<file path="src/sv/bptc_pkg.sv">
// Package: shared constants, register indexes and types for the baro compensation block.
package bptc_pkg;

    // configuration register indexes
    localparam logic [2:0] REG_SENS      = 3'd0;
    localparam logic [2:0] REG_OFF       = 3'd1;
    localparam logic [2:0] REG_SENS_TEMP = 3'd2;
    localparam logic [2:0] REG_OFF_TEMP  = 3'd3;
    localparam logic [2:0] REG_REF_TEMP  = 3'd4;
    localparam logic [2:0] REG_TEMP_SENS = 3'd5;
    localparam logic [2:0] REG_SO_ENABLE = 3'd6;

    localparam int CFG_IDX_W  = 3;
    localparam int CFG_DATA_W = 16;

    localparam int RAW_W  = 24;
    localparam int PRES_W = 17;
    localparam int TEMP_W = 16;

    // 20.00 degrees offset and the -15.00 degree knee relative to it
    localparam logic signed [18:0] TEMP_REF  = 19'sd2000;
    localparam logic signed [17:0] KNEE_DIFF = 18'sd3500;
    localparam logic signed [18:0] KNEE_OFS  = 19'sd3500;

    localparam logic signed [19:0] TEMP_MIN = -20'sd32768;
    localparam logic signed [19:0] TEMP_MAX = 20'sd32767;
    localparam logic signed [28:0] PRES_MAX = 29'sd131071;

    // wide multiplier split point
    localparam int SPLIT_W = 20;

    typedef struct packed {
        logic pp_en;   // load partial products
        logic sum_en;  // load combined product
    } mul_ctl_t;

endpackage

</file>
<file path="src/sv/bptc_wide_mul.sv">
// Two-stage 24 x 40 signed multiplier built from two narrow partial products.
module bptc_wide_mul (
    input  logic                   aclk,
    input  bptc_pkg::mul_ctl_t     ctl,
    input  logic [23:0]            a,
    input  logic signed [39:0]     b,
    output logic signed [63:0]     p
);
    import bptc_pkg::*;

    logic        [43:0] lo_next, lo_reg;
    logic signed [44:0] hi_full;
    logic signed [43:0] hi_reg;
    logic signed [63:0] sum_next, sum_reg;

    always_comb begin
        lo_next  = a * b[SPLIT_W-1:0];
        hi_full  = $signed({1'b0, a}) * $signed(b[39:SPLIT_W]);
        sum_next = $signed({hi_reg, {SPLIT_W{1'b0}}}) + $signed({20'b0, lo_reg});
    end

    always_ff @(posedge aclk) begin
        if (ctl.pp_en) begin
            lo_reg <= lo_next;
            hi_reg <= hi_full[43:0];
        end
        if (ctl.sum_en) begin
            sum_reg <= sum_next;
        end
    end

    assign p = sum_reg;

endmodule

</file>
<file path="config.mk">
export PLATFORM = sky130hd
export DESIGN_NAME = bptc_wide_mul
export DESIGN_NICKNAME = d
export VERILOG_FILES = /design/src/sv/bptc_pkg.sv /design/src/sv/bptc_wide_mul.sv
export SDC_FILE = /design/constraint.sdc
export NUM_CORES = 2
export LEC_CHECK = 0
export BUFFER_PORTS_ARGS = -buffer_cell sky130_fd_sc_hd__buf_2
export CAP_MARGIN = 15
export CORE_MARGIN = 3
export CORE_UTILIZATION = 65
export DETAILED_ROUTE_END_ITERATION = 16
export PLACE_DENSITY = 0.83
export RECOVER_POWER = 25
export SLEW_MARGIN = 20
export SYNTH_ARGS = -nofsm -noshare
export SYNTH_HDL_FRONTEND = slang
export SYNTH_SLANG_ARGS = --single-unit
</file>
<file path="constraint.sdc">
create_clock -name aclk -period 18.3 [get_ports aclk]
set_input_delay 2.745 -clock aclk [delete_from_list [all_inputs] [get_ports aclk]]
set_output_delay 2.745 -clock aclk [all_outputs]
set_load 0.1 [all_outputs]
</file>
* Word-level counts from Yosys, hierarchy flattened
Cells that the tools add are included.
Storage, ports and cells: memories 0, bits in registers 152, memory bits (writable) 0, bits in latches 0, bits in read-only memories 0, output and inout port bits 64, logic and storage cells 6, bits of input ports 67
Operators by class: mux-type cells 0, bitwise gates (word level) 0, multipliers 2, div/mod/pow operators 0, $lt $le $gt $ge 0, shifts and indexed selects 0, eq/ne operators 0, reduce and logical (&&, ||, !) cells 0, $add $sub $neg 1
Operator list (count):
- $add A64 B45 Y64 | 1
- $mul A24 B20 Y44 | 1
- $mul A25 B20 Y44 | 1

* Logic depth before layout (Yosys ltp)
word-level depth 1, gate-level depth with buffers 27, depth with buffers taken out 25

* Worst setup path after synthesis
Ideal clock, no wire load.
path kind input -> register, start point in b[5], end point reg lo_reg[41] (data pin), setup slack 9.399 ns, path buffers 2, stages 23, library setup time 0.262 ns, arrival 8.639 ns, data required time 18.038 ns, path through clkbuf_1 > nand2_1 > fa_1 > fa_1 > fa_1 > inv_1 > fa_1 > fa_1 > fa_1 > inv_1 > fa_1 > inv_1 > ha_1 > clkbuf_1 > a21o_1 > nor4_1 > a22oi_1 > a31o_1 > a21oi_1 > o21ai_1 > a211oi_1 > o21ai_1 > xor2_1
On the way: longest elaborated chain between the ends 1
Ends and longest elaborated chain:
- start, declared | RTL line bptc_wide_mul.sv:6 | input logic signed [39:0] b,
- $mul A24 B20 Y44 | RTL line bptc_wide_mul.sv:17 | lo_next = a * b[SPLIT_W-1:0];
- via lo_next[41] | RTL line bptc_wide_mul.sv:11 | logic [43:0] lo_next, lo_reg;
- end signal, assigned | RTL line bptc_wide_mul.sv:24 | lo_reg <= lo_next;
- end, declared | RTL line bptc_wide_mul.sv:11
The timed path passes the listed nets, and every way through them passes these cells. A chain may end at the register's enable or synchronous reset.

* Worst setup path in the final report
start point in a[0], end point reg lo_reg[38] (data pin)
On the way: longest elaborated chain between the ends 1
Ends and longest elaborated chain:
- start, declared | RTL line bptc_wide_mul.sv:5 | input logic [23:0] a,
- $mul A24 B20 Y44 | RTL line bptc_wide_mul.sv:17
- via lo_next[38] | RTL line bptc_wide_mul.sv:11
The timed path passes the listed nets, and every way through them passes these cells.

==> flow_summary.ini <==
[status]
status = finished, violations left
violations = capacitance limit, slew limit

[routing]
dr.pass1.iters = 6
drtIter0Drc = 2256
via_per_inst = 5.81
final_antenna_net_count = 0
routed-via-count = 27900
drcViolationCount = 0
drt-total-wl_um = 95400
wl_per_cell_um = 19.8

[sta]
final_hold_viol_count = 0
fmax_mhz = 95.3
setup_ws_ns = 7.81
rsz0062_at_grt = no
setup_viol = 0
post-route-min-period_ns = 10.49
period_share_pct = 57.3
fin_worst_skew_ns = 0.0180
slew_headroom_pct = -139
tightest_slew_ns = 3.58
slew_viol_final = 106
setup-tns-final_ns = 0

[global_route]
grt_usage_pct = 32.4
antenna_found_initial = 6
grt_overflow = 0
grt_start_max_net_pins = 66
grt_pass1_wl_um = 154000
grt_pass1_vias = 29800

[synthesis]
ys_types = 60
yosys.area.top_type = fa_1
yosysWarningCount = 0
yosys_most_used_dff = edfxtp_1
ys_async_sr_fraction_pct = 0
syn_avg_cell_area_um2 = 9.39
syn_area_um2 = 38200
syn-num-nets = 5269
synth-seq-area-share_pct = 12.0
yosys-top-cells-area = fa_1 41%, edfxtp_1 12%, ha_1 12%
synth_edf_count = 152
synth-seq-cells = 152
synthCells = 4063
synth_top_cell_area_share_pct = 41.2

[placed_design]
io_buffers = 130
globalplace.congestion = 0.961
dp_hpwl_um = 72300
post-place-ws_ns = 8.18

[worst_setup_path]
crit_family = adder cells
critical_path_class = input port to register
critPathArrivalTime_ns = 10.70
cp.depth = 23
cp_common_cell = fa_1
cp_slowest_cell = clkbuf_1
cp-start-kind = input port
required_ns = 18.51
crit_chain = buf_2 -> clkbuf_1 -> nand2_1 -> fa_1 -> fa_1 -> inv_1 -> fa_1 -> fa_1 -> fa_1 -> fa_1 -> inv_1 -> fa_1 -> inv_1 -> ha_1 -> a21oi_1 -> nor2_1 -> a211oi_1 -> o31ai_1 -> a21oi_1 -> o211ai_1 -> a21oi_1 -> o21ai_1 -> xor2_1
cpPeakStageDelay_ns = 1.63
cp_max_fo = 40
endpoint_kind = register
worst-r2r-cell-count = 12
worst-path-buf-inv = 5

[finish]
drive_gt1_share_pct = 4.58
ff_latch_area_um2 = 4560
fin_nets = 5233
largest_reg_flops = 64
multi_input_comb_area_um2 = 29500
final_cell_mix = 894 x inv_1, 786 x fa_1, 534 x nand2_1, 487 x and2_1, 353 x ha_1
fillers = 4402
areaGrowthSynthToFinish_pct = 4.02
final_common_cell = inv_1

[clocking]
insertion_delay_ns = 0.47
clkTransAtPathRegs_ns = 0.07
cts.sink_count = 152
postCtsSetupBuffers = 0
htreeDepth = 4
post_cts_resized = 0
cts_tree = built
cts_max_path_buffers = 2
cts-hold-fix-buffers = 0
root_buffer = clkbuf_16
cts-buffers-inserted = 17

[floorplanning]
boundaryPins = 131
core_area_um2 = 57900
start_util_pct = 65.9
die_y_um = 248
die-area_um2 = 61600
die_x_um = 248
row_count = 88

[min_path]
min_path_type = register to register
min_delay_path_depth = 0

[flow_run]
cap_violations = 2
[worst reg2reg max path: stages (launching register included)]
cell and delay (ns):
edfxtp_1 0.37, ha_1 0.23, inv_1 0.07, fa_1 0.20, nor2b_1 0.07, o31a_1 0.28, o31ai_1 0.37, a31oi_1 0.45
a211oi_1 0.58, nor2_1 0.12, a211oi_1 0.69, nor2_1 0.12, xor2_1 0.18
[per-stage QoR]
step	hold slack (ns)	util (%)	instance area, um2	instances
floorplan	0.400	-	38200	4063
global placement	0.401	67.5	39100	4773
detailed placement	0.405	67.5	39100	4773
CTS	0.420	68.6	39700	4805
global route	0.431	68.5	39700	4805
finish	0.421	68.5	39700	4811
[area by class of cell]
class                           count  area share (%)
Clock buffer                       18            1.08
Clock inverter                     14           0.400
Sequential cell                   152            11.5
Timing Repair Buffer              143            1.86
Antenna cell                        6          0.0378
Multi-Input combinational cell   2819            74.2
Tap cell                          765            2.41
Inverter                          894            8.46
[worst paths after layout]
check             startpoint    endpoint  slack, ns
setup / recovery        a[0]  lo_reg[38]       7.81
hold / removal    lo_reg[12]       p[12]       0.42
setup reg to reg  lo_reg[20]       p[56]      14.35
hold reg to reg   lo_reg[12]       p[12]       0.42
[layer usage]
metal	share of wire, %	GRT usage (%)
met1	37	41.0
met2	49	54.7
met3	9.2	6.36
met4	4.9	14.2
met5	0.023	0
[synthesized netlist by cell type (3+ instances only)]
cell type,n
inv_1,894
fa_1,786
nand2_1,534
and2_1,487
ha_1,353
clkbuf_1,189
edfxtp_1,152
a21oi_1,108
nor2_1,84
xnor2_1,71
xor2_1,49
a21o_1,48
o21ai_1,34
o21ai_0,27
nand3_1,22
nand4_1,22
o21bai_1,21
and3_1,20
nand2b_1,20
o21a_1,14
a211oi_1,13
a31oi_1,13
nor2b_1,11
nor3_1,10
buf_1,7
o211ai_1,6
and4_1,5
nor4_1,5
o31ai_1,4
a211oi_2,3
a21boi_0,3
a31o_1,3
o31a_1,3
o31ai_2,3
[kinds of logic (layout without fill, tap and decap cells)]
| group | Yosys count | in the layout | synth area share, % |
|---|---|---|---|
| compound gates | 329 | 329 | 5.58 |
| xor+xnor | 120 | 120 | 2.75 |
| fa+ha+maj | 1139 | 1139 | 52.8 |
| buf+inv | 1092 | 1069 | 10.8 |
| flops | 152 | 152 | 12.0 |
| mux | 2 | 2 | 0.0525 |
| other cells | 0 | 6 | 0 |
| simple gates | 1229 | 1229 | 16.1 |
Power is not shown: default switching activity piles up to over one toggle a cycle in this logic, so the estimate is an artifact.
